### src/hdl/lcpf_pkg.sv
package lcpf_pkg;

  // input operations
  localparam logic [2:0] OP_RX_BYTE   = 3'd0;
  localparam logic [2:0] OP_TICK      = 3'd1;
  localparam logic [2:0] OP_LINE_ERR  = 3'd2;
  localparam logic [2:0] OP_RELEASE   = 3'd3;
  localparam logic [2:0] OP_TX_BYTE   = 3'd4;

  // result kinds
  localparam logic [2:0] KIND_NONE    = 3'd0;
  localparam logic [2:0] KIND_RX_BYTE = 3'd1;
  localparam logic [2:0] KIND_ACCEPT  = 3'd2;
  localparam logic [2:0] KIND_REJECT  = 3'd3;
  localparam logic [2:0] KIND_TX_BYTE = 3'd4;

  localparam int unsigned BUFFER_BYTES     = 256;
  localparam logic [15:0] BUF_BYTES_16     = 16'(BUFFER_BYTES);
  localparam logic [7:0]  GAP_TICKS_RESET  = 8'd20;

  localparam int unsigned QUEUE_DEPTH = 4;
  localparam int unsigned QUEUE_PTR_W = $clog2(QUEUE_DEPTH);
  localparam int unsigned QUEUE_CNT_W = $clog2(QUEUE_DEPTH + 1);

  // one run of results caused by one input word
  typedef struct packed {
    logic [2:0]  kind;
    logic [7:0]  byte_val;
    logic [7:0]  index;
    logic [7:0]  frame_len;
    logic [15:0] tx_sum;
    logic        multi;     // two checksum bytes follow
  } run_t;

  typedef struct packed {
    logic empty;
    logic full;
  } queue_status_t;

endpackage

### src/hdl/lcpf_front.sv
module lcpf_front (
  input  logic              clk,
  input  logic              rst,
  input  logic              gap_ticks_we,
  input  logic [7:0]        gap_ticks,
  input  logic              accept,
  input  logic [2:0]        op,
  input  logic [7:0]        data,
  input  logic              last,
  output lcpf_pkg::run_t    run
);

  logic [7:0]  gap_ticks_reg;
  logic [15:0] rx_position, rx_position_next;
  logic        rx_discarding, rx_discarding_next;
  logic [15:0] expected_length, expected_length_next;
  logic [15:0] rx_sum, rx_sum_next;
  logic [7:0]  received_sum_high, received_sum_high_next;
  logic [7:0]  gap_timer, gap_timer_next;
  logic        packet_held, packet_held_next;
  logic [15:0] tx_sum, tx_sum_next;
  logic        tx_in_progress, tx_in_progress_next;

  logic        gap_expired;
  logic [15:0] pos_eff;
  logic        disc_eff;
  logic [15:0] len_new;
  logic [16:0] len_plus_one;
  logic [15:0] rx_sum_add;
  logic [15:0] got_sum;

  assign gap_expired  = (gap_timer == 8'd0);
  assign pos_eff      = gap_expired ? 16'd0 : rx_position;
  assign disc_eff     = gap_expired ? 1'b0 : rx_discarding;
  assign len_new      = {expected_length[15:8], data};
  assign len_plus_one = {1'b0, expected_length} + 17'd1;
  assign rx_sum_add   = rx_sum + {8'h00, data};
  assign got_sum      = {received_sum_high, data};

  always_comb begin
    rx_position_next       = rx_position;
    rx_discarding_next     = rx_discarding;
    expected_length_next   = expected_length;
    rx_sum_next            = rx_sum;
    received_sum_high_next = received_sum_high;
    gap_timer_next         = gap_timer;
    packet_held_next       = packet_held;
    tx_sum_next            = tx_sum;
    tx_in_progress_next    = tx_in_progress;
    run                    = '0;
    run.kind               = lcpf_pkg::KIND_NONE;

    case (op)
      lcpf_pkg::OP_RX_BYTE: begin
        if (!packet_held && !tx_in_progress) begin
          gap_timer_next = gap_ticks_reg;
          if (gap_expired) begin
            rx_position_next   = 16'd0;
            rx_discarding_next = 1'b0;
          end
          if (!disc_eff) begin
            if (pos_eff == 16'd0) begin
              expected_length_next = {data, 8'h00};
              rx_sum_next          = {8'h00, data};
              rx_position_next     = 16'd1;
              run.kind             = lcpf_pkg::KIND_RX_BYTE;
              run.byte_val         = data;
              run.index            = 8'd0;
            end else if (pos_eff == 16'd1) begin
              expected_length_next = len_new;
              rx_sum_next          = rx_sum_add;
              rx_position_next     = 16'd2;
              // reject lengths that cannot fit or cannot cover themselves
              if (len_new >= lcpf_pkg::BUF_BYTES_16 || len_new < 16'd2) begin
                rx_discarding_next = 1'b1;
              end
              run.kind     = lcpf_pkg::KIND_RX_BYTE;
              run.byte_val = data;
              run.index    = 8'd1;
            end else if (pos_eff < expected_length) begin
              rx_sum_next      = rx_sum_add;
              rx_position_next = pos_eff + 16'd1;
              run.kind         = lcpf_pkg::KIND_RX_BYTE;
              run.byte_val     = data;
              run.index        = pos_eff[7:0];
            end else if (pos_eff == expected_length) begin
              received_sum_high_next = data;
              rx_position_next       = pos_eff + 16'd1;
            end else if ({1'b0, pos_eff} == len_plus_one) begin
              rx_position_next = pos_eff + 16'd1;
              run.frame_len    = expected_length[7:0];
              if (got_sum == rx_sum) begin
                packet_held_next = 1'b1;
                run.kind         = lcpf_pkg::KIND_ACCEPT;
              end else begin
                run.kind = lcpf_pkg::KIND_REJECT;
              end
            end
          end
        end
      end
      lcpf_pkg::OP_TICK: begin
        if (!gap_expired) begin
          gap_timer_next = gap_timer - 8'd1;
        end
      end
      lcpf_pkg::OP_LINE_ERR: begin
        if (!packet_held && !tx_in_progress) begin
          rx_discarding_next = 1'b1;
        end
      end
      lcpf_pkg::OP_RELEASE: begin
        if (packet_held) begin
          packet_held_next   = 1'b0;
          rx_position_next   = 16'd0;
          rx_discarding_next = 1'b0;
        end
      end
      lcpf_pkg::OP_TX_BYTE: begin
        tx_sum_next         = tx_in_progress ? (tx_sum + {8'h00, data}) : {8'h00, data};
        tx_in_progress_next = 1'b1;
        run.kind            = lcpf_pkg::KIND_TX_BYTE;
        run.byte_val        = data;
        run.tx_sum          = tx_sum_next;
        if (last) begin
          run.multi           = 1'b1;
          tx_in_progress_next = 1'b0;
          packet_held_next    = 1'b0;
          rx_position_next    = 16'd0;
          rx_discarding_next  = 1'b0;
        end
      end
      default: begin
      end
    endcase
  end

  always_ff @(posedge clk) begin
    if (rst) begin
      gap_ticks_reg     <= lcpf_pkg::GAP_TICKS_RESET;
      rx_position       <= '0;
      rx_discarding     <= 1'b0;
      expected_length   <= '0;
      rx_sum            <= '0;
      received_sum_high <= '0;
      gap_timer         <= '0;
      packet_held       <= 1'b0;
      tx_sum            <= '0;
      tx_in_progress    <= 1'b0;
    end else begin
      if (gap_ticks_we) begin
        gap_ticks_reg <= gap_ticks;
      end
      if (accept) begin
        rx_position       <= rx_position_next;
        rx_discarding     <= rx_discarding_next;
        expected_length   <= expected_length_next;
        rx_sum            <= rx_sum_next;
        received_sum_high <= received_sum_high_next;
        gap_timer         <= gap_timer_next;
        packet_held       <= packet_held_next;
        tx_sum            <= tx_sum_next;
        tx_in_progress    <= tx_in_progress_next;
      end
    end
  end

endmodule

### src/hdl/lcpf_queue.sv
module lcpf_queue (
  input  logic                    clk,
  input  logic                    rst,
  input  logic                    push,
  input  lcpf_pkg::run_t          push_data,
  input  logic                    pop,
  output lcpf_pkg::run_t          head,
  output lcpf_pkg::queue_status_t status
);

  lcpf_pkg::run_t                    entries [lcpf_pkg::QUEUE_DEPTH];
  logic [lcpf_pkg::QUEUE_PTR_W-1:0]  wr_ptr;
  logic [lcpf_pkg::QUEUE_PTR_W-1:0]  rd_ptr;
  logic [lcpf_pkg::QUEUE_CNT_W-1:0]  count;

  assign status.empty = (count == '0);
  assign status.full  = (count == lcpf_pkg::QUEUE_CNT_W'(lcpf_pkg::QUEUE_DEPTH));
  assign head         = entries[rd_ptr];

  always_ff @(posedge clk) begin
    if (push) begin
      entries[wr_ptr] <= push_data;
    end
  end

  always_ff @(posedge clk) begin
    if (rst) begin
      wr_ptr <= '0;
      rd_ptr <= '0;
      count  <= '0;
    end else begin
      if (push) begin
        wr_ptr <= (wr_ptr == lcpf_pkg::QUEUE_PTR_W'(lcpf_pkg::QUEUE_DEPTH - 1))
                  ? '0 : wr_ptr + lcpf_pkg::QUEUE_PTR_W'(1);
      end
      if (pop) begin
        rd_ptr <= (rd_ptr == lcpf_pkg::QUEUE_PTR_W'(lcpf_pkg::QUEUE_DEPTH - 1))
                  ? '0 : rd_ptr + lcpf_pkg::QUEUE_PTR_W'(1);
      end
      case ({push, pop})
        2'b10:   count <= count + lcpf_pkg::QUEUE_CNT_W'(1);
        2'b01:   count <= count - lcpf_pkg::QUEUE_CNT_W'(1);
        default: count <= count;
      endcase
    end
  end

  a_count_bound: assert property (@(posedge clk) disable iff (rst)
    count <= lcpf_pkg::QUEUE_CNT_W'(lcpf_pkg::QUEUE_DEPTH))
    else $error("queue count above depth");

  a_no_pop_empty: assert property (@(posedge clk) disable iff (rst)
    pop |-> !status.empty)
    else $error("pop from empty queue");

  a_no_push_full: assert property (@(posedge clk) disable iff (rst)
    push && !pop |-> !status.full)
    else $error("push into full queue");

endmodule

### src/hdl/lcpf_back.sv
module lcpf_back (
  input  logic                    clk,
  input  logic                    rst,
  input  lcpf_pkg::run_t          head,
  input  lcpf_pkg::queue_status_t status,
  output logic                    pop,
  input  logic                    out_stall,
  output logic                    out_valid,
  output logic [2:0]              kind,
  output logic [7:0]              byte_out,
  output logic [7:0]              index,
  output logic [7:0]              frame_len,
  output logic                    end_of_run
);

  typedef enum logic [2:0] {
    STEP_WORD   = 3'b001,
    STEP_SUM_HI = 3'b010,
    STEP_SUM_LO = 3'b100
  } step_t;

  step_t      step;
  logic       load;
  logic       run_end;

  // output register is free when empty or being taken this cycle
  assign load    = !status.empty && (!out_valid || !out_stall);
  assign run_end = (step == STEP_SUM_LO) || (step == STEP_WORD && !head.multi);
  assign pop     = load && run_end;

  always_ff @(posedge clk) begin
    if (rst) begin
      out_valid <= 1'b0;
      step      <= STEP_WORD;
    end else begin
      if (load) begin
        out_valid <= 1'b1;
        step      <= run_end ? STEP_WORD :
                     (step == STEP_WORD) ? STEP_SUM_HI : STEP_SUM_LO;
      end else if (!out_stall) begin
        out_valid <= 1'b0;
      end
    end
  end

  always_ff @(posedge clk) begin
    if (load) begin
      end_of_run <= run_end;
      case (step)
        STEP_WORD: begin
          kind      <= head.kind;
          byte_out  <= head.byte_val;
          index     <= head.index;
          frame_len <= head.frame_len;
        end
        STEP_SUM_HI: begin
          kind      <= lcpf_pkg::KIND_TX_BYTE;
          byte_out  <= head.tx_sum[15:8];
          index     <= 8'd0;
          frame_len <= 8'd0;
        end
        default: begin
          kind      <= lcpf_pkg::KIND_TX_BYTE;
          byte_out  <= head.tx_sum[7:0];
          index     <= 8'd0;
          frame_len <= 8'd0;
        end
      endcase
    end
  end

  a_step_needs_multi: assert property (@(posedge clk) disable iff (rst)
    step != STEP_WORD |-> !status.empty && head.multi)
    else $error("checksum step without a pending last tx word");

  a_step_range: assert property (@(posedge clk) disable iff (rst)
    $onehot(step))
    else $error("step register not one-hot");

  a_multi_advances: assert property (@(posedge clk) disable iff (rst)
    load && step == STEP_SUM_HI |=> step == STEP_SUM_LO && out_valid)
    else $error("checksum high byte not followed by low byte");

endmodule

### src/hdl/length_checksum_packet_framer.sv
// Length-prefixed packet framer/deframer with a 16-bit additive checksum.
//
// Input channel (in_valid / in_stall): one word of op, data, last. A word is
// taken when in_valid is high and in_stall is low. The front end updates all
// framing state in the cycle the word is taken and queues its results.
// Output channel (out_valid / out_stall): one to three results per word
// taken, with end_of_run marking the last result caused by one input word.
// Path: results of a taken word pass through the run queue and then the
// output register. Throughput: one input word per cycle while in_stall is
// low; a transmit word marked last yields three results, which the
// four-entry run queue absorbs.
// Receiver stall: the output register holds its result; the queue keeps
// filling and in_stall rises only when all four entries are taken.
// Only write gap_ticks (gap_ticks_we) while the block is idle; not enforced.
// Reset (rst, synchronous): clears all framing state and the queue, sets
// gap_ticks to 20; the block takes words on the next cycle.
module length_checksum_packet_framer (
  input  logic       clk,
  input  logic       rst,
  input  logic       gap_ticks_we,
  input  logic [7:0] gap_ticks,
  input  logic       in_valid,
  output logic       in_stall,
  input  logic [2:0] op,
  input  logic [7:0] data,
  input  logic       last,
  output logic       out_valid,
  input  logic       out_stall,
  output logic [2:0] kind,
  output logic [7:0] byte_out,
  output logic [7:0] index,
  output logic [7:0] frame_len,
  output logic       end_of_run
);

  lcpf_pkg::run_t          run;
  lcpf_pkg::run_t          head;
  lcpf_pkg::queue_status_t status;
  logic                    accept;
  logic                    pop;

  assign in_stall = status.full;
  assign accept   = in_valid && !in_stall;

  lcpf_front u_front (
    .clk          (clk),
    .rst          (rst),
    .gap_ticks_we (gap_ticks_we),
    .gap_ticks    (gap_ticks),
    .accept       (accept),
    .op           (op),
    .data         (data),
    .last         (last),
    .run          (run)
  );

  lcpf_queue u_queue (
    .clk       (clk),
    .rst       (rst),
    .push      (accept),
    .push_data (run),
    .pop       (pop),
    .head      (head),
    .status    (status)
  );

  lcpf_back u_back (
    .clk        (clk),
    .rst        (rst),
    .head       (head),
    .status     (status),
    .pop        (pop),
    .out_stall  (out_stall),
    .out_valid  (out_valid),
    .kind       (kind),
    .byte_out   (byte_out),
    .index      (index),
    .frame_len  (frame_len),
    .end_of_run (end_of_run)
  );

endmodule

### config.mk
export PLATFORM = sky130hd
export DESIGN_NAME = length_checksum_packet_framer
export DESIGN_NICKNAME = d
export VERILOG_FILES = /design/src/hdl/lcpf_pkg.sv /design/src/hdl/lcpf_front.sv /design/src/hdl/lcpf_queue.sv /design/src/hdl/lcpf_back.sv /design/src/hdl/length_checksum_packet_framer.sv
export SDC_FILE = /design/constraint.sdc
export NUM_CORES = 1
export LEC_CHECK = 0
export ABC_CLOCK_PERIOD_IN_PS = 4700
export BUFFER_PORTS_ARGS = -buffer_cell sky130_fd_sc_hd__buf_2
export CAP_MARGIN = 10
export CORE_MARGIN = 2
export CORE_UTILIZATION = 40
export CTS_BUF_LIST = sky130_fd_sc_hd__clkbuf_4 sky130_fd_sc_hd__clkbuf_8 sky130_fd_sc_hd__clkbuf_16
export DETAILED_ROUTE_END_ITERATION = 10
export GPL_TIMING_DRIVEN = 0
export PLACE_DENSITY_LB_ADDON = 0.15
export SYNTH_ARGS = -nofsm -noshare
export SYNTH_HDL_FRONTEND = slang
export SYNTH_SLANG_ARGS = --single-unit
### constraint.sdc
create_clock -name clk -period 4.7 [get_ports clk]
set_input_delay 0.235 -clock clk [delete_from_list [all_inputs] [get_ports clk]]
set_output_delay 0.235 -clock clk [all_outputs]
set_load 0.05 [all_outputs]
==> summary.txt <==
Status
  – Outcome: completed

Critical path
  – Required time of the critical path: 5.02 ns
  – Delay-heaviest family, CP: simple AND/OR/NAND/NOR gates
  – CP Class: flip-flop to flip-flop
  – Startpoint type of the worst setup path: flip-flop
  – CP peak stage delay: 0.56 ns
  – Worst EP arrival: 4.79 ns
  – Critical Path Fanout Max: 10
  – Crit-path slowest cell: or3b_2
  – Crit path cell chain: inv_1 > ha_1 > or3b_2 > buf_2 > o21ai_0 > inv_1 > ha_1 > a21o_1 > a21oi_1 > nor2b_1 > o21ai_1 > nand4_2 > or3_1 > clkbuf_1 > nor2_1
  – CP bufs+invs: 4
  – R2r setup slk: roughly 0.23 ns
  – Crit. End Element: flip-flop

Timing
  – Final Hold Slack: 0.0284 ns
  – Fmax: 0.224 GHz
  – Final setup viols: 0
  – Worst Max-Slew Pin Slew: 1.10 ns
  – Tcrit/Tclk final: 95.1%
  – Final Hold Fails: 0
  – Fin. max-slew vios: 0
  – Post-layout min period: 4.47 ns
  – RSZ-0062 raised after global routing: false
  – Clk_skew: 0.0233 ns
  – Final Worst Setup Slack: ~0.23 ns
  – Slew HR: 25.7%

Layout
  – Fill cells: roughly 3.4k
  – Layout area overhead: 15.0%
  – Reg area: just over 8000 um^2
  – Most frequent cells in the layout: edfxtp_1 (204), nor2_1 (132), dfxtp_1 (104)
  – Final nets: between 1k and 1.5k
  – Reg with most FFs: u_queue.entries
  – # diodes: 0
  – Finished Cell Area: around 17000 um^2
  – Max FFs per register: approximately 180
  – Final core utilization: 46.7%
  – Area of the multi-input gates: 6220 um^2
  – Commonest non-fill, non-tap cell in the layout: edfxtp_1
  – Layout cells sized above 1: ~16%

Synth
  – Sequential area share after synthesis: 55.2%
  – Synth area leaders: edfxtp_1 (41%), dfxtp_1 (14%), mux4_2 (6.7%)
  – Post-synth EDFFs: 204
  – Avg Cell Area, Syn: 11.7 um^2
  – YS warnings: 0
  – Cell taking the most area after synthesis: edfxtp_1
  – Syn Nets: 1335
  – Post-synth ARST share: 0%
  – Yosys reg bits: 308
  – Synthesized area: around 15000 um^2
  – Top FF cell, synth: edfxtp_1
  – Synth top area share: 41.2%
  – Cells after synthesis: 1267
  – Yosys cell types: 86

GRT
  – Total grt overflow: 0
  – Total global-route track usage: 20.4%
  – First-pass GRT wire length: 60400 um
  – Number of global-route vias before repair: 10.3k
  – Antenna violations before repair: 0
  – Largest net degree at the start of global routing: 31

Floorplan
  – Core footprint: 36600 um^2
  – Die area: 38800 um^2
  – Starting Density: 40.6%
  – Num ports: 55
  – Die H: about 200 um
  – Die Wd: 197 um
  – Rows: 70

Clock tree
  – Clock Latency Late Sink: 0.54 ns
  – CTS Buffer Depth: 3
  – Clock buffer count from CTS: 36
  – CTS tree: done
  – Post-CTS Setup Inserts: 0
  – Sink Count: 308
  – Root buffer cell: clkbuf_16
  – Worst-path clk slew: 0.06 ns
  – H-Tree Level Count: 2

Pwr
  – PwrDens: 487 nW/um^2
  – Leak Pwr: between 6 and 7 nW
  – Worst vdd ir: between 200 and 250 uV
  – Total power: 8.33 mW

Routing
  – Via count: 10.4k
  – Post-Route WL: 38500 um
  – DRC errors left: 0
  – Iter 0 DRT Violations: just over 800
  – Routed len/inst: 20.7 um
  – Vias/cell: 5.59
  – DRT antenna net count: 0
  – Drt first pass iters: 5

Place
  – Place WS: -0.289 ns
  – RD Place Congestion: 0.884
  – Placed inst area: around 16000 um^2
  – Post-DP HPWL: between 20000 and 30000 um
  – Port Buffers: 51

Flow run
  – Maxcap violations: 0

Hold path
  – Min-Delay Path Class: primary input to flip-flop
-- per-layer routing --
layer  wire [um]  GRT usage [%]
met3        2070           3.11
met1       17700           28.5
met2       17700           32.6
met5           0              0
met4        1080           6.91
-- cell type report --
type / count / area share, %
timing repair buffer: 65 / 2.65
inverter: 58 / 1.27
tap: 468 / 3.42
clock buffer: 48 / 5.86
buffer: 61 / 1.59
clock inverter: 15 / 0.907
sequential: 308 / 48.0
multi-input combinational: 840 / 36.3
-- cells by family after synthesis --
family                     Yosys count  synth area share (%)
buffers and inverters              119                  3.28
adders and majority gates           43                  3.77
AOI/OAI and AO/OA                  237                  10.8
and+or+nand+nor                    433                  14.9
xor gates and xnor gates            48                  3.10
DFF                                308                  55.2
muxes                               79                  9.01
-- where the power goes --
part           internal (mW)  switching, mW
logic                  0.728           1.45
clock network           1.62           1.12
registers               3.31          0.103
-- synthesized netlist by cell type, drive strengths merged, types with 13 or more instances --
master	count
nor2b	27
mux2i	35
nand4	15
nor4	15
and2	22
a21oi	63
nand3	39
dfxtp	104
a22oi	18
or3	13
nor3	31
nor2	134
xnor2	33
clkbuf	42
buf	19
ha	40
mux4	44
a211oi	16
edfxtp	204
o21ai	54
nand2	83
inv	57
a21o	14
-- metrics by stage --
stage	TNS, ns	cells
CTS	0	1862
detailed placement	-12.75	1790
floorplan	0	1267
global placement	-6.66	1786
finish	0	1863
global route	0	1863
-- worst paths after layout --
path | from | endpoint | cells after the start
worst min register to register | u_front.gap_ticks_reg[0] | u_front.gap_timer[0] | 2
worst min-delay path | last | u_front.tx_in_progress | 2
worst max register to register | u_front.gap_timer[0] | u_queue.entries[0][26] | 15
worst max-delay path | u_front.gap_timer[0] | u_queue.entries[0][26] | 15
-- repair_timing --
action	in CTS	in global routing
endpoints found under the setup margin	106	77
hold buffers	9	0
hold endpoints to repair	9	0
gates resized for setup	2	6
(Power assumes the default switching activity.)
